<file path="src/ordered_list_engine_unit_macros.svh">
// ============================================================================
// Ordered list engine assertion macros
// Shared concurrent assertion forms used by the ordered list engine RTL.
// ============================================================================
`ifndef ORDERED_LIST_ENGINE_UNIT_MACROS_SVH
`define ORDERED_LIST_ENGINE_UNIT_MACROS_SVH
`ifndef SYNTHESIS
`define OLST_ASSERT_IMPLY(label, clk, rst_n, ante, cons) \
    label: assert property (@(posedge clk) disable iff (!rst_n) (ante) |-> (cons)) \
        else $error("ordered list engine: assertion failed");
`define OLST_ASSERT_NEXT(label, clk, rst_n, ante, cons) \
    label: assert property (@(posedge clk) disable iff (!rst_n) (ante) |=> (cons)) \
        else $error("ordered list engine: assertion failed");
`else
`define OLST_ASSERT_IMPLY(label, clk, rst_n, ante, cons)
`define OLST_ASSERT_NEXT(label, clk, rst_n, ante, cons)
`endif
`endif

</file>
<file path="src/olst_pkg.sv">
// ============================================================================
// Ordered list engine package
// Shared constants, command codes, state type and control structures.
// ============================================================================
package olst_pkg;

    localparam int CAPACITY_DEF   = 32;
    localparam int DATA_WIDTH_DEF = 32;

    localparam logic [4:0] F_INS_FIRST   = 5'd0;
    localparam logic [4:0] F_INS_BEF_POS = 5'd1;
    localparam logic [4:0] F_INS_AT_POS  = 5'd2;
    localparam logic [4:0] F_INS_AFT_POS = 5'd3;
    localparam logic [4:0] F_INS_BEF_KEY = 5'd4;
    localparam logic [4:0] F_INS_AFT_KEY = 5'd5;
    localparam logic [4:0] F_INS_LAST    = 5'd6;
    localparam logic [4:0] F_DEL_FIRST   = 5'd7;
    localparam logic [4:0] F_DEL_BEF_POS = 5'd8;
    localparam logic [4:0] F_DEL_AT_POS  = 5'd9;
    localparam logic [4:0] F_DEL_AFT_POS = 5'd10;
    localparam logic [4:0] F_DEL_BEF_KEY = 5'd11;
    localparam logic [4:0] F_DEL_AT_KEY  = 5'd12;
    localparam logic [4:0] F_DEL_AFT_KEY = 5'd13;
    localparam logic [4:0] F_DEL_LAST    = 5'd14;
    localparam logic [4:0] F_SEARCH      = 5'd15;
    localparam logic [4:0] F_DUMP        = 5'd16;

    localparam logic [2:0] ST_OK     = 3'd0;
    localparam logic [2:0] ST_FULL   = 3'd1;
    localparam logic [2:0] ST_EMPTY  = 3'd2;
    localparam logic [2:0] ST_BADPOS = 3'd3;
    localparam logic [2:0] ST_NOKEY  = 3'd4;

    typedef enum logic [3:0] {
        S_IDLE,
        S_DECODE,
        S_KEYWALK,
        S_SETUP,
        S_SEEK,
        S_INS_A,
        S_INS_B,
        S_DEL_WR,
        S_DUMP,
        S_RESP
    } state_t;

    // Outcome of decoding a request
    typedef enum logic [2:0] {
        DK_NONE,
        DK_RESP,
        DK_POS,
        DK_KEY,
        DK_DUMP
    } dec_t;

    // Read address source for the stores
    typedef enum logic [1:0] {
        RS_HOLD,
        RS_FIRST,
        RS_LINK
    } rsel_t;

    typedef struct packed {
        logic  load_cmd;
        logic  dec_save;
        logic  key_save;
        logic  pred_save;
        logic  k_clr;
        logic  k_inc;
        rsel_t rsel;
        logic  ins_a;
        logic  ins_b;
        logic  del_wr;
        logic  out_resp;
        logic  out_dump;
    } olst_cmd_t;

    typedef struct packed {
        dec_t dec;
        logic is_ins;
        logic idx_zero;
        logic seek_hit;
        logic key_hit;
        logic keyres_resp;
        logic walk_end;
        logic out_free;
    } olst_status_t;

endpackage

</file>
<file path="src/olst_ram.sv">
// ============================================================================
// Ordered list engine RAM
// Generic single write port, single read port memory with registered read.
// ============================================================================
module olst_ram #(
    parameter int WIDTH = 32,
    parameter int DEPTH = 32
) (
    input  logic                     clk,
    input  logic                     we,
    input  logic [$clog2(DEPTH)-1:0] waddr,
    input  logic [WIDTH-1:0]         wdata,
    input  logic [$clog2(DEPTH)-1:0] raddr,
    output logic [WIDTH-1:0]         rdata
);

    logic [WIDTH-1:0] mem [DEPTH];
    logic [WIDTH-1:0] rdata_reg;

    always_ff @(posedge clk)
    begin
        if (we)
        begin
            mem[waddr] <= wdata;
        end
        rdata_reg <= mem[raddr];
    end

    assign rdata = rdata_reg;

endmodule

</file>
<file path="src/olst_ctrl.sv">
// ============================================================================
// Ordered list engine controller
// Sequences decode, list walks, link updates and result delivery.
// ============================================================================
module olst_ctrl
    import olst_pkg::*;
(
    input  logic         clk,
    input  logic         rst_n,
    input  logic         s_tvalid,
    output logic         s_tready,
    input  olst_status_t st,
    output olst_cmd_t    cmd
);

    state_t state_reg;
    state_t state_next;

    always_ff @(posedge clk or negedge rst_n)
    begin
        if (!rst_n)
        begin
            state_reg <= S_IDLE;
        end
        else
        begin
            state_reg <= state_next;
        end
    end

    always_comb
    begin
        state_next = state_reg;
        cmd        = '0;
        cmd.rsel   = RS_HOLD;
        s_tready   = 1'b0;
        case (state_reg)
            S_IDLE:
            begin
                s_tready = 1'b1;
                if (s_tvalid)
                begin
                    cmd.load_cmd = 1'b1;
                    state_next   = S_DECODE;
                end
            end
            S_DECODE:
            begin
                cmd.dec_save = 1'b1;
                case (st.dec)
                    DK_NONE: state_next = S_IDLE;
                    DK_RESP: state_next = S_RESP;
                    DK_POS:  state_next = S_SETUP;
                    DK_KEY:
                    begin
                        cmd.rsel   = RS_FIRST;
                        cmd.k_clr  = 1'b1;
                        state_next = S_KEYWALK;
                    end
                    DK_DUMP:
                    begin
                        cmd.rsel   = RS_FIRST;
                        cmd.k_clr  = 1'b1;
                        state_next = S_DUMP;
                    end
                    default: state_next = S_IDLE;
                endcase
            end
            S_KEYWALK:
            begin
                if (st.key_hit || st.walk_end)
                begin
                    cmd.key_save = 1'b1;
                    state_next   = (st.key_hit && !st.keyres_resp) ? S_SETUP : S_RESP;
                end
                else
                begin
                    cmd.rsel  = RS_LINK;
                    cmd.k_inc = 1'b1;
                end
            end
            S_SETUP:
            begin
                if (st.idx_zero)
                begin
                    if (st.is_ins)
                    begin
                        state_next = S_INS_A;
                    end
                    else
                    begin
                        cmd.rsel   = RS_FIRST;
                        state_next = S_DEL_WR;
                    end
                end
                else
                begin
                    cmd.rsel   = RS_FIRST;
                    cmd.k_clr  = 1'b1;
                    state_next = S_SEEK;
                end
            end
            S_SEEK:
            begin
                if (st.seek_hit)
                begin
                    cmd.pred_save = 1'b1;
                    if (st.is_ins)
                    begin
                        state_next = S_INS_A;
                    end
                    else
                    begin
                        cmd.rsel   = RS_LINK;
                        state_next = S_DEL_WR;
                    end
                end
                else
                begin
                    cmd.rsel  = RS_LINK;
                    cmd.k_inc = 1'b1;
                end
            end
            S_INS_A:
            begin
                cmd.ins_a  = 1'b1;
                state_next = st.idx_zero ? S_RESP : S_INS_B;
            end
            S_INS_B:
            begin
                cmd.ins_b  = 1'b1;
                state_next = S_RESP;
            end
            S_DEL_WR:
            begin
                cmd.del_wr = 1'b1;
                state_next = S_RESP;
            end
            S_DUMP:
            begin
                if (st.out_free)
                begin
                    cmd.out_dump = 1'b1;
                    if (st.walk_end)
                    begin
                        state_next = S_IDLE;
                    end
                    else
                    begin
                        cmd.rsel  = RS_LINK;
                        cmd.k_inc = 1'b1;
                    end
                end
            end
            S_RESP:
            begin
                if (st.out_free)
                begin
                    cmd.out_resp = 1'b1;
                    state_next   = S_IDLE;
                end
            end
            default: state_next = S_IDLE;
        endcase
    end

endmodule

</file>
<file path="src/olst_dp.sv">
// ============================================================================
// Ordered list engine datapath
// Request registers, element and link stores, walk counter and result register.
// ============================================================================
`include "ordered_list_engine_unit_macros.svh"

module olst_dp
    import olst_pkg::*;
#(
    parameter int CAPACITY   = CAPACITY_DEF,
    parameter int DATA_WIDTH = DATA_WIDTH_DEF
) (
    input  logic         clk,
    input  logic         rst_n,
    input  logic [79:0]  s_tdata,
    input  logic [4:0]   s_tuser,
    output logic         m_tvalid,
    input  logic         m_tready,
    output logic [47:0]  m_tdata,
    output logic [2:0]   m_tuser,
    output logic         m_tlast,
    input  olst_cmd_t    cmd,
    output olst_status_t st
);

    localparam int SW = $clog2(CAPACITY);
    localparam int CW = $clog2(CAPACITY + 1);

    // Request
    logic [4:0]  func_reg;
    logic [31:0] value_reg;
    logic [15:0] pos_reg;
    logic [31:0] key_reg;

    // List state
    logic [SW-1:0]       first_reg;
    logic [CAPACITY-1:0] free_reg;
    logic [CW-1:0]       count_reg;

    // Walk and edit
    logic [CW-1:0] k_reg;
    logic [CW-1:0] idx_reg;
    logic [SW-1:0] cur_slot_reg;
    logic [SW-1:0] pred_reg;
    logic [SW-1:0] succ_reg;
    logic [SW-1:0] ns_reg;
    logic [2:0]    status_reg;
    logic [6:0]    found_reg;
    logic [31:0]   fval_reg;

    // Result register
    logic        out_valid_reg;
    logic [2:0]  out_status_reg;
    logic [6:0]  out_pos_reg;
    logic [31:0] out_val_reg;
    logic        out_last_reg;
    logic [6:0]  out_count_reg;

    logic [DATA_WIDTH-1:0] value_word;
    logic [DATA_WIDTH-1:0] key_word;
    logic [DATA_WIDTH-1:0] target_word;
    logic [DATA_WIDTH-1:0] elem_rdata;
    logic [SW-1:0]         link_rdata;
    logic [SW-1:0]         raddr;
    logic [SW-1:0]         ns;
    logic                  elem_we;
    logic                  link_we;
    logic [SW-1:0]         link_waddr;
    logic [SW-1:0]         link_wdata;
    logic                  hit;
    logic [CW-1:0]         k_plus;
    logic [16:0]           p_ext;
    logic [16:0]           n_ext;
    dec_t                  d_kind;
    logic [2:0]            d_status;
    logic [CW-1:0]         d_idx;

    assign value_word  = DATA_WIDTH'($signed(value_reg));
    assign key_word    = DATA_WIDTH'($signed(key_reg));
    assign target_word = (func_reg == F_SEARCH) ? value_word : key_word;
    assign hit         = (elem_rdata == target_word);
    assign k_plus      = CW'(k_reg + 1'b1);
    assign p_ext       = {1'b0, pos_reg};
    assign n_ext       = 17'(count_reg);

    // Request decode against the count before the request
    always_comb
    begin
        d_kind   = DK_RESP;
        d_status = ST_OK;
        d_idx    = '0;
        if (func_reg > F_DUMP)
        begin
            d_kind = DK_NONE;
        end
        else if (func_reg == F_DUMP || func_reg == F_SEARCH)
        begin
            if (count_reg == '0)
            begin
                d_status = ST_EMPTY;
            end
            else
            begin
                d_kind = (func_reg == F_DUMP) ? DK_DUMP : DK_KEY;
            end
        end
        else if (func_reg <= F_INS_LAST)
        begin
            if (n_ext >= 17'(CAPACITY))
            begin
                d_status = ST_FULL;
            end
            else
            begin
                case (func_reg)
                    F_INS_FIRST:
                    begin
                        d_kind = DK_POS;
                    end
                    F_INS_BEF_POS:
                    begin
                        if (p_ext >= 17'd2 && p_ext <= n_ext + 17'd2)
                        begin
                            d_kind = DK_POS;
                            d_idx  = CW'(p_ext - 17'd2);
                        end
                        else
                        begin
                            d_status = ST_BADPOS;
                        end
                    end
                    F_INS_AT_POS:
                    begin
                        if (p_ext >= 17'd1 && p_ext <= n_ext + 17'd1)
                        begin
                            d_kind = DK_POS;
                            d_idx  = CW'(p_ext - 17'd1);
                        end
                        else
                        begin
                            d_status = ST_BADPOS;
                        end
                    end
                    F_INS_AFT_POS:
                    begin
                        if (p_ext >= 17'd1 && p_ext <= n_ext)
                        begin
                            d_kind = DK_POS;
                            d_idx  = CW'(p_ext);
                        end
                        else
                        begin
                            d_status = ST_BADPOS;
                        end
                    end
                    F_INS_BEF_KEY, F_INS_AFT_KEY:
                    begin
                        if (count_reg == '0)
                        begin
                            d_status = ST_EMPTY;
                        end
                        else
                        begin
                            d_kind = DK_KEY;
                        end
                    end
                    default:
                    begin
                        d_kind = DK_POS;
                        d_idx  = count_reg;
                    end
                endcase
            end
        end
        else
        begin
            if (count_reg == '0)
            begin
                d_status = ST_EMPTY;
            end
            else
            begin
                case (func_reg)
                    F_DEL_FIRST:
                    begin
                        d_kind = DK_POS;
                    end
                    F_DEL_BEF_POS:
                    begin
                        if (p_ext >= 17'd2 && p_ext <= n_ext + 17'd1)
                        begin
                            d_kind = DK_POS;
                            d_idx  = CW'(p_ext - 17'd2);
                        end
                        else
                        begin
                            d_status = ST_BADPOS;
                        end
                    end
                    F_DEL_AT_POS:
                    begin
                        if (p_ext >= 17'd1 && p_ext <= n_ext)
                        begin
                            d_kind = DK_POS;
                            d_idx  = CW'(p_ext - 17'd1);
                        end
                        else
                        begin
                            d_status = ST_BADPOS;
                        end
                    end
                    F_DEL_AFT_POS:
                    begin
                        if (p_ext >= 17'd1 && p_ext < n_ext)
                        begin
                            d_kind = DK_POS;
                            d_idx  = CW'(p_ext);
                        end
                        else
                        begin
                            d_status = ST_BADPOS;
                        end
                    end
                    F_DEL_BEF_KEY, F_DEL_AT_KEY, F_DEL_AFT_KEY:
                    begin
                        d_kind = DK_KEY;
                    end
                    default:
                    begin
                        d_kind = DK_POS;
                        d_idx  = CW'(count_reg - 1'b1);
                    end
                endcase
            end
        end
    end

    // Lowest free slot
    always_comb
    begin
        ns = '0;
        for (int i = CAPACITY - 1; i >= 0; i--)
        begin
            if (free_reg[i])
            begin
                ns = SW'(i);
            end
        end
    end

    always_comb
    begin
        case (cmd.rsel)
            RS_FIRST: raddr = first_reg;
            RS_LINK:  raddr = link_rdata;
            default:  raddr = cur_slot_reg;
        endcase
    end

    assign elem_we    = cmd.ins_a;
    assign link_we    = cmd.ins_a || cmd.ins_b || (cmd.del_wr && idx_reg != '0);
    assign link_waddr = cmd.ins_a ? ns : pred_reg;
    always_comb
    begin
        if (cmd.ins_a)
        begin
            link_wdata = (idx_reg == '0) ? first_reg : succ_reg;
        end
        else if (cmd.ins_b)
        begin
            link_wdata = ns_reg;
        end
        else
        begin
            link_wdata = link_rdata;
        end
    end

    olst_ram #(
        .WIDTH (DATA_WIDTH),
        .DEPTH (CAPACITY)
    ) u_elem_ram (
        .clk   (clk),
        .we    (elem_we),
        .waddr (ns),
        .wdata (value_word),
        .raddr (raddr),
        .rdata (elem_rdata)
    );

    olst_ram #(
        .WIDTH (SW),
        .DEPTH (CAPACITY)
    ) u_link_ram (
        .clk   (clk),
        .we    (link_we),
        .waddr (link_waddr),
        .wdata (link_wdata),
        .raddr (raddr),
        .rdata (link_rdata)
    );

    // Control state
    always_ff @(posedge clk or negedge rst_n)
    begin
        if (!rst_n)
        begin
            first_reg     <= '0;
            free_reg      <= '1;
            count_reg     <= '0;
            out_valid_reg <= 1'b0;
        end
        else
        begin
            if (cmd.ins_a)
            begin
                free_reg[ns] <= 1'b0;
                count_reg    <= CW'(count_reg + 1'b1);
                if (idx_reg == '0)
                begin
                    first_reg <= ns;
                end
            end
            if (cmd.del_wr)
            begin
                free_reg[cur_slot_reg] <= 1'b1;
                count_reg              <= CW'(count_reg - 1'b1);
                if (idx_reg == '0)
                begin
                    first_reg <= link_rdata;
                end
            end
            if (cmd.out_resp || cmd.out_dump)
            begin
                out_valid_reg <= 1'b1;
            end
            else if (m_tready)
            begin
                out_valid_reg <= 1'b0;
            end
        end
    end

    // Payload registers
    always_ff @(posedge clk)
    begin
        cur_slot_reg <= raddr;
        if (cmd.load_cmd)
        begin
            func_reg  <= s_tuser;
            value_reg <= s_tdata[31:0];
            pos_reg   <= s_tdata[47:32];
            key_reg   <= s_tdata[79:48];
        end
        if (cmd.k_clr)
        begin
            k_reg <= '0;
        end
        else if (cmd.k_inc)
        begin
            k_reg <= k_plus;
        end
        if (cmd.dec_save)
        begin
            status_reg <= d_status;
            idx_reg    <= d_idx;
            found_reg  <= '0;
            fval_reg   <= '0;
        end
        if (cmd.key_save)
        begin
            if (!hit)
            begin
                status_reg <= ST_NOKEY;
            end
            else if (func_reg == F_SEARCH)
            begin
                found_reg <= 7'(k_plus);
                fval_reg  <= 32'($signed(value_word));
            end
            else if (st.keyres_resp)
            begin
                status_reg <= ST_BADPOS;
            end
            else if (func_reg == F_INS_BEF_KEY || func_reg == F_DEL_AT_KEY)
            begin
                idx_reg <= k_reg;
            end
            else if (func_reg == F_INS_AFT_KEY || func_reg == F_DEL_AFT_KEY)
            begin
                idx_reg <= k_plus;
            end
            else
            begin
                idx_reg <= CW'(k_reg - 1'b1);
            end
        end
        if (cmd.pred_save)
        begin
            pred_reg <= cur_slot_reg;
            succ_reg <= link_rdata;
        end
        if (cmd.ins_a)
        begin
            ns_reg <= ns;
        end
        if (cmd.out_resp)
        begin
            out_status_reg <= status_reg;
            out_pos_reg    <= found_reg;
            out_val_reg    <= fval_reg;
            out_last_reg   <= 1'b1;
            out_count_reg  <= 7'(count_reg);
        end
        else if (cmd.out_dump)
        begin
            out_status_reg <= ST_OK;
            out_pos_reg    <= 7'(k_plus);
            out_val_reg    <= 32'($signed(elem_rdata));
            out_last_reg   <= st.walk_end;
            out_count_reg  <= 7'(count_reg);
        end
    end

    assign st.dec         = d_kind;
    assign st.is_ins      = (func_reg <= F_INS_LAST);
    assign st.idx_zero    = (idx_reg == '0);
    assign st.seek_hit    = (k_plus == idx_reg);
    assign st.key_hit     = hit;
    assign st.keyres_resp = (func_reg == F_SEARCH)
                          || (func_reg == F_DEL_BEF_KEY && k_reg == '0)
                          || (func_reg == F_DEL_AFT_KEY && k_plus >= count_reg);
    assign st.walk_end    = (k_plus == count_reg);
    assign st.out_free    = !out_valid_reg || m_tready;

    assign m_tvalid = out_valid_reg;
    assign m_tuser  = out_status_reg;
    assign m_tlast  = out_last_reg;
    assign m_tdata  = {2'b00, out_count_reg, out_val_reg, out_pos_reg};

    `OLST_ASSERT_IMPLY(a_free_matches_count, clk, rst_n, 1'b1,
        $countones(free_reg) + int'(count_reg) == CAPACITY)
    `OLST_ASSERT_IMPLY(a_insert_has_room, clk, rst_n, cmd.ins_a, free_reg != '0)
    `OLST_ASSERT_IMPLY(a_load_when_free, clk, rst_n, cmd.out_resp || cmd.out_dump,
        !out_valid_reg || m_tready)

endmodule

</file>
<file path="src/ordered_list_engine_unit.sv">
// ============================================================================
// Ordered list engine
// Fixed capacity singly linked list of signed words driven by list requests.
// ============================================================================
// Usage: one request enters on the slave stream (s_tuser carries the request
// code, s_tdata the value, position and key). Each request yields one result
// on the master stream, except a dump of a non-empty list, which yields one
// result per element, and an undefined request code, which yields none.
// m_tlast marks the final result of a request and m_tuser carries its status.
// Timing: a request is taken only while the engine is idle. After decode, a
// position request walks the list one element per cycle to the element before
// its target. A key request first scans for the key, one compare per cycle,
// then walks again to the edit point. A dump emits one element per cycle while
// the receiver keeps up.
// The walk rate is set by the registered read of the link store, whose output
// addresses the next read directly.
// Reset empties the list and marks every slot free; no clearing pass is run.
// When the receiver stalls, the result register holds and a dump walk pauses.
// ============================================================================
module ordered_list_engine_unit
    import olst_pkg::*;
#(
    parameter int CAPACITY   = CAPACITY_DEF,
    parameter int DATA_WIDTH = DATA_WIDTH_DEF
) (
    input  logic        clk,
    input  logic        rst_n,
    input  logic        s_tvalid,
    output logic        s_tready,
    // item_value [31:0], list_position [47:32], match_key [79:48]
    input  logic [79:0] s_tdata,
    // func [4:0]
    input  logic [4:0]  s_tuser,
    output logic        m_tvalid,
    input  logic        m_tready,
    // found_position [6:0], element_value [38:7], element_count [45:39], zero fill
    output logic [47:0] m_tdata,
    // status [2:0]
    output logic [2:0]  m_tuser,
    output logic        m_tlast
);

    olst_cmd_t    cmd;
    olst_status_t st;

    // The controller sequences each request; it sees only status flags.
    olst_ctrl u_ctrl (
        .clk      (clk),
        .rst_n    (rst_n),
        .s_tvalid (s_tvalid),
        .s_tready (s_tready),
        .st       (st),
        .cmd      (cmd)
    );

    // The datapath holds the stores, the walk state and the result register.
    olst_dp #(
        .CAPACITY   (CAPACITY),
        .DATA_WIDTH (DATA_WIDTH)
    ) u_dp (
        .clk      (clk),
        .rst_n    (rst_n),
        .s_tdata  (s_tdata),
        .s_tuser  (s_tuser),
        .m_tvalid (m_tvalid),
        .m_tready (m_tready),
        .m_tdata  (m_tdata),
        .m_tuser  (m_tuser),
        .m_tlast  (m_tlast),
        .cmd      (cmd),
        .st       (st)
    );

endmodule

</file>
<file path="config.mk">
export PLATFORM = sky130hd
export DESIGN_NAME = ordered_list_engine_unit
export DESIGN_NICKNAME = d
export VERILOG_FILES = /design/src/olst_pkg.sv /design/src/olst_ram.sv /design/src/olst_ctrl.sv /design/src/olst_dp.sv /design/src/ordered_list_engine_unit.sv
export VERILOG_INCLUDE_DIRS = /design/src /design/src/src
export SDC_FILE = /design/constraint.sdc
export NUM_CORES = 2
export LEC_CHECK = 0
export BUFFER_PORTS_ARGS = -buffer_cell sky130_fd_sc_hd__buf_2
export CAP_MARGIN = 10
export CORE_ASPECT_RATIO = 0.6
export CORE_MARGIN = 5
export CORE_UTILIZATION = 51
export CTS_BUF_LIST = sky130_fd_sc_hd__clkbuf_2 sky130_fd_sc_hd__clkbuf_4 sky130_fd_sc_hd__clkbuf_8
export DETAILED_ROUTE_END_ITERATION = 7
export PLACE_DENSITY_LB_ADDON = 0.3
export SYNTH_ARGS = -nofsm -noshare
export SYNTH_HDL_FRONTEND = slang
export SYNTH_SLANG_ARGS = --single-unit
</file>
<file path="constraint.sdc">
create_clock -name clk -period 9.5 [get_ports clk]
set_input_delay 0.95 -clock clk [delete_from_list [all_inputs] [get_ports clk]]
set_output_delay 0.95 -clock clk [all_outputs]
set_load 0.1 [all_outputs]
</file>
---- After elaboration in Yosys (flattened, before gate mapping) ----
Memories as Yosys holds them, arrays and structs flattened. A register that Yosys moved wholly into a read port is not among the register bits.
Index checks and enable logic that the tools add are counted.
cells by class
  mux-type cells .......................... 165
  equal/unequal tests ..................... 38
  magnitude comparators ................... 14
  reduce and logical (&&, ||, !) cells .... 39
  bitwise operators ....................... 3
  add/sub/neg operators ................... 8
operators by type and width
  kind                                                                                   number
  32-bit two-way mux                                                                     9
  5-bit two-way mux                                                                      40
  6-bit two-way mux                                                                      22
  3-bit two-way mux                                                                      22
  6-bit case mux with 4 select lines                                                     2
  7-bit two-way mux                                                                      6
  4-bit two-way mux                                                                      9
  3-bit case mux with 4 select lines                                                     3
  4-bit case mux with 9 select lines                                                     1
  5-bit by 4-bit equality test with 1-bit output (second input constant)                 7
  32-bit bitwise AND                                                                     1
  32-bit equality test                                                                   1
  16-bit by 7-bit <= comparator with 1-bit output                                        2
  32-bit NOT                                                                             1
  32-bit OR                                                                              1
  2-bit two-way mux                                                                      15
  1-bit two-way mux                                                                      28
  6-bit zero test                                                                        3
  6-bit by 1-bit subtractor with 6-bit output (second input constant)                    3
  4-bit by 3-bit equality test with 1-bit output (second input constant)                 4
  16-bit by 1-bit greater-or-equal comparator with 1-bit output (second input constant)  1
  16-bit by 2-bit greater-or-equal comparator with 1-bit output (second input constant)  1
  16-bit by 6-bit <= comparator with 1-bit output                                        1
  16-bit by 6-bit less-than comparator with 1-bit output                                 1
  other kinds (43)                                                                       83
word-level totals
  memory bits (writable) .................. 1,184
  memories kept ........................... 2
  output and inout port bits .............. 54
  register bits after elaboration ......... 256
memory list
  memory               depth  bits a word  read ports  clocked after memory_dff  write ports  RTL line        text
  u_dp.u_elem_ram.mem  32     32           1           1                         1            olst_ram.sv:17  logic [WIDTH-1:0] mem [DEPTH];
  u_dp.u_link_ram.mem  32     5            1           1                         1            olst_ram.sv:17

---- Depth between registers and ports, before layout ----
  depth in word-level cells ............... 41
  gate-level depth with buffers ........... 26
  gate-level depth less buffers ........... 21

---- Cells and area by module ----
A second synthesis with hierarchy kept.
second synthesis, totals
  cell total of the unflattened synthesis .. 3,839
  area total of the unflattened synthesis .. 60,574.3 um^2
modules (own cells, without submodules)
  module                       area an instance (um^2)  sequential area each (um^2)  cells each  instances
  olst_ram at u_dp.u_elem_ram  40,492.6                 31,390.1                     2,260       1
  olst_dp                      13,135.1                 6,786.5                      1,223       1
  olst_ram at u_dp.u_link_ram  6,344.8                  4,904.7                      277         1
  olst_ctrl                    601.8                    100.1                        79          1

---- Worst setup path after synthesis ----
Ideal clock, no wire load.
  path type ............................... reg-to-reg
  start point ............................. register u_ctrl.state_reg[1]
  end point ............................... register u_dp.func_reg[0], enable pin
  data required time ...................... 9.049 ns
  cell stages (with the launch flop) ...... 4
  buffers on the path ..................... 1
  slack ................................... 3.145 ns
  arrival ................................. 5.903 ns
  cell sequence ........................... dfrtp_1 buf_1 nor4_1 and2_1
RTL lines
  item                    RTL line         text
  start, declared         olst_ctrl.sv:16  state_t state_reg;
  start signal, assigned  olst_ctrl.sv:27  state_reg <= state_next;
  end signal, assigned    olst_dp.sv:350   func_reg <= s_tuser;
  end, declared           olst_dp.sv:30    logic [4:0] func_reg;

---- Worst setup path after layout ----
  start point ............................. register u_dp.func_reg[1]
  end point ............................... register u_dp.u_elem_ram.rdata_reg[21] (netlist: u_dp.u_elem_ram.rdata[21]) (read register of u_dp.u_elem_ram.mem)
on the way
  word-level cells in the longest chain between the ends .. 13
  elaborated cells on any way between the ends .. 43
ends and longest elaborated chain
  item                                                                                                                     RTL line                        text
  5-bit by 4-bit equality test with 1-bit output / 5-bit by 3-bit equality test with 1-bit output (equally long branches)  olst_dp.sv:183, olst_dp.sv:115
  3-bit OR reduction / 2-bit OR reduction (equally long branches)                                                          olst_dp.sv:183, olst_dp.sv:115
  3-bit case mux with 4 select lines, on equally long branches                                                             olst_dp.sv:183, olst_dp.sv:115
  3-bit two-way mux, on equally long branches                                                                              olst_dp.sv:177, olst_dp.sv:109
  3-bit two-way mux                                                                                                        olst_dp.sv:107                  else if (func_reg <= F_INS_LAST)
  3-bit two-way mux                                                                                                        olst_dp.sv:96                   else if (func_reg == F_DUMP || func_reg == F_SEARCH)
  3-bit two-way mux                                                                                                        olst_dp.sv:92                   if (func_reg > F_DUMP)
  3-bit by 2-bit equality test with 1-bit output / 3-bit equality test (equally long branches)                             olst_ctrl.sv:50                 case (st.dec)
  2-bit OR reduction (no source line)                                                                                      --
  1-bit two-way mux                                                                                                        olst_ctrl.sv:50
  2-bit case mux with 5 select lines *                                                                                     olst_ctrl.sv:37                 case (state_reg)
  2-bit equality test / 2-bit by 1-bit equality test with 1-bit output (equally long branches)                             olst_dp.sv:253                  case (cmd.rsel)
  5-bit case mux with 2 select lines *                                                                                     olst_dp.sv:253
  end, declared                                                                                                            olst_ram.sv:18                  logic [WIDTH-1:0] rdata_reg;
Mark *: on every way between the ends. The rest lies on a longest branch, timed or not.
A chain may end at the register's enable or synchronous reset.

==> insert_results.sql <==
INSERT INTO impl_metrics (metric_group, metric, value, unit) VALUES
('die', 'die_h', '276', 'µm'),
('sta', 'finalClockSkew', '0.0549', 'ns'),
('sta', 'min_period', '7.84', 'ns'),
('sta', 'fmaxAchievable', '127', 'MHz'),
('place', 'port_buffers', '139', ''),
('sta', 'tightest_slew', '1.27', 'ns'),
('die', 'rows', '97', ''),
('route', 'drt-wirelength-per-cell', '28.9', 'µm'),
('worst_setup_path', 'rr_startpoint', 'u_dp.func_reg[1]$_DFFE_PP_', ''),
('yosys', 'ys_warn_count', '0', ''),
('power_and_ir_drop', 'sw_frac_of_total', '34.1', '%'),
('clocking', 'ctsLongestPathBuffers', '3', ''),
('status', 'status', 'complete, no violations', ''),
('route', 'drt_total_wl', '157000', 'µm'),
('worst_setup_path', 'cell_at_the_slowest_stage_of_the_critical_path', 'sky130_fd_sc_hd__o21ai_4', ''),
('worst_setup_path', 'cp.arrival', '8.56', 'ns'),
('clocking', 'tritoncts_clock_tree', 'built', ''),
('place', 'placedCellCount', '5077', ''),
('worst_setup_path', 'timing.reg2reg.worst_path_depth', '15', ''),
('route', 'detailedRoute.firstIterationViolations', '5143', ''),
('route', 'route.vias.total', '34008', ''),
('clocking', 'number_of_h_tree_levels', '4', ''),
('sta', 'timing.max_slew.rel_slack', '15.6', '%'),
('final_layout', 'largest_register_ffs', '1024', ''),
('worst_setup_path', 'end_kind', 'flip-flop', ''),
('place', 'finalWeightedCongestion', '0.967', ''),
('power_and_ir_drop', 'switchingPower', '6680', 'µW'),
('global_route', 'global_route_wire_length_before_repair', '226000', 'µm'),
('worst_setup_path', 'path_cells', 'and3_1 -> nand2_1 -> or4_1 -> a2111oi_2 -> nand4_1 -> nor4_2 -> o21ai_2 -> a31oi_1 -> ha_1 -> o21ai_4 -> buf_4 -> mux4_2 -> mux2_2 -> a21oi_1 -> o21ai_0', ''),
('final_layout', 'finalNonFillerCells', '5446', ''),
('sta', 'totalNegativeSetupSlack', '0', 'ns'),
('final_layout', 'layout-drive-gt1-share', '28.4', '%'),
('worst_setup_path', 'worst-endpoint-required', '10.22', 'ns'),
('final_layout', 'regMostFlops', 'u_dp.u_elem_ram.mem', ''),
('final_layout', 'nFillCells', '8716', ''),
('die', 'core', '117000', 'µm²'),
('worst_setup_path', 'worstSetupPathDepth', '15', ''),
('yosys', 'proportion_of_register_bits_with_asynchronous_set_or_reset_after_synthesis', '3.25', '%'),
('place', 'dp_wirelength', '90600', 'µm'),
('sta', 'final.hold.worst_slack', '0.183', 'ns'),
('route', 'post-route-drc-count', '0', ''),
('yosys', 'syn-cell-area', '60000', 'µm²'),
('power_and_ir_drop', 'power_density', '291', 'nW/µm²'),
('die', 'pin_count', '143', ''),
('power_and_ir_drop', 'p_leak', '0.0225', 'µW'),
('die', 'die_width', '453', 'µm'),
('worst_setup_path', 'critical_path_buf_inv_count', '1', ''),
('clocking', 'tritoncts_num_sinks', '1477', ''),
('clocking', 'cts_resized', '0', ''),
('yosys', 'ys_ff_latch', '1477', ''),
('final_layout', 'biggestRegsByFlops', 'u_dp.u_elem_ram.mem x1024, u_dp.u_link_ram.mem x160', ''),
('global_route', 'grt_start_max_net_pins', '78', ''),
('worst_setup_path', 'critPathTopFamily', 'simple AND/OR/NAND/NOR gates', ''),
('worst_setup_path', 'critPathMaxStageDelay', '1.01', 'ns'),
('sta', 'final.period_utilization', '82.6', '%'),
('clocking', 'postCtsSetupRepairBufs', '0', ''),
('global_route', 'grt_pass1_vias', '32420', ''),
('sta', 'finalSetupViolations', '0', ''),
('yosys', 'synth-edff-count', '1332', ''),
('power_and_ir_drop', 'cellInternalPower', '12900', 'µW'),
('die', 'die-area', '125000', 'µm²'),
('final_layout', 'area_added_between_synthesis_and_finish', '12.0', '%'),
('global_route', 'grt_total_ovfl', '0', ''),
('yosys', 'synth.yosys.seq_area_share', '71.9', '%'),
('global_route', 'grt.total_usage', '25.0', '%'),
('power_and_ir_drop', 'sequentialPowerShare', '43.5', '%'),
('die', 'starting_density_of_the_core', '51.4', '%'),
('yosys', 'yosysUniqueCellTypes', '92', ''),
('clocking', 'worstSkewPairLatency', '0.90', 'ns'),
('power_and_ir_drop', 'power.share.clock', '24.7', '%'),
('clocking', 'cts_inserted_buffers', '195', '');
==> routing by layer <==
metal  track usage, %  part of all wire (%)
met3             7.44                    13
met2             33.7                    42
met5                0                     0
met1             39.8                    44
met4             5.90                   1.7
==> through the flow <==
stage               area, µm²  setup slack [ns]  utilization [%]
global placement        63200              1.92             54.2
floorplan               60100              3.15                -
global route            67300              1.34             57.6
detailed placement      63200              1.90             54.2
finish                  67300              1.66             57.6
CTS                     67200              1.86             57.6
==> placed cells by master, fill, tap and decap left out, drive strengths merged, types with 17 or more instances in the layout <==
master	synthesis	routed
nand3	110	110
xor2	22	22
nand2	169	169
nor2b	19	19
dfxtp	97	97
clkinv	1	48
clkbuf	96	305
xnor2	32	32
mux2	72	72
o21ai	137	137
mux4	296	296
nor3	76	76
nand4	17	17
o22ai	27	27
a21oi	113	113
nor4	29	29
dfstp	32	32
edfxtp	1332	1332
buf	83	246
inv	114	117
nor2	138	138
ha	40	40
mux2i	122	122
==> synthesized netlist by cell type, types with 32 or more instances <==
| master | count | share of area [%] |
|---|---|---|
| sky130_fd_sc_hd__nor3_1 | 74 | 0.62 |
| sky130_fd_sc_hd__nand2_1 | 169 | 1.1 |
| sky130_fd_sc_hd__a21oi_1 | 113 | 0.94 |
| sky130_fd_sc_hd__edfxtp_1 | 1332 | 67 |
| sky130_fd_sc_hd__ha_1 | 40 | 0.83 |
| sky130_fd_sc_hd__mux2i_1 | 122 | 2.0 |
| sky130_fd_sc_hd__o21ai_0 | 97 | 0.81 |
| sky130_fd_sc_hd__mux4_2 | 296 | 11 |
| sky130_fd_sc_hd__o21ai_1 | 39 | 0.33 |
| sky130_fd_sc_hd__nand3_1 | 79 | 0.66 |
| sky130_fd_sc_hd__inv_1 | 113 | 0.71 |
| sky130_fd_sc_hd__xnor2_1 | 32 | 0.47 |
| sky130_fd_sc_hd__mux2_2 | 72 | 1.4 |
| sky130_fd_sc_hd__clkbuf_1 | 96 | 0.60 |
| sky130_fd_sc_hd__dfstp_2 | 32 | 1.4 |
| sky130_fd_sc_hd__dfxtp_1 | 97 | 3.2 |
| sky130_fd_sc_hd__nor2_1 | 136 | 0.85 |
| sky130_fd_sc_hd__buf_1 | 59 | 0.37 |
==> layout make-up <==
class / instances / area, µm² / area share, %
antenna: 2 / 5.00 / 0.00744
inverter: 115 / 432 / 0.642
tap: 1584 / 1980 / 2.95
timing repair buffer: 246 / 1670 / 2.48
multi-input combinational: 1657 / 16000 / 23.8
clock buffer: 305 / 3680 / 5.47
clock inverter: 60 / 308 / 0.458
sequential: 1477 / 43200 / 64.2
==> kinds of logic after synthesis <==
kind of cell             share of synthesized area (%)
buffers and inverters                             1.97
AO/OA/AOI/OAI                                     4.59
flip-flops                                        71.9
other                                          0.00625
XOR/XNOR                                         0.788
adder cells (fa/ha/maj)                          0.834
multiplexers                                      14.5
AND/OR/NAND/NOR                                   5.41
==> power groups by stage <==
stage	Combinational, µW	Sequential, µW	Clock [µW]
floorplan	4150	8670	0
global placement	6110	8640	0
detailed placement	6170	8640	0
CTS	6190	8510	4910
global route	6690	8540	5230
finish	6220	8520	4840
==> worst paths after layout <==
path,end
min in group clk,u_dp.value_reg[29]$_DFFE_PP_
max in group asynchronous,asynchronous set/reset pin
worst max register to register,u_dp.u_elem_ram.rdata[21]$_DFF_P_
worst min register to register,u_dp.fval_reg[22]$_DFF_P_
worst max-delay path,u_dp.u_elem_ram.rdata[21]$_DFF_P_
worst min-delay path,u_ctrl.state_reg[0]$_DFFE_PN0P_
No activity file was read; power rests on OpenSTA's default activity.
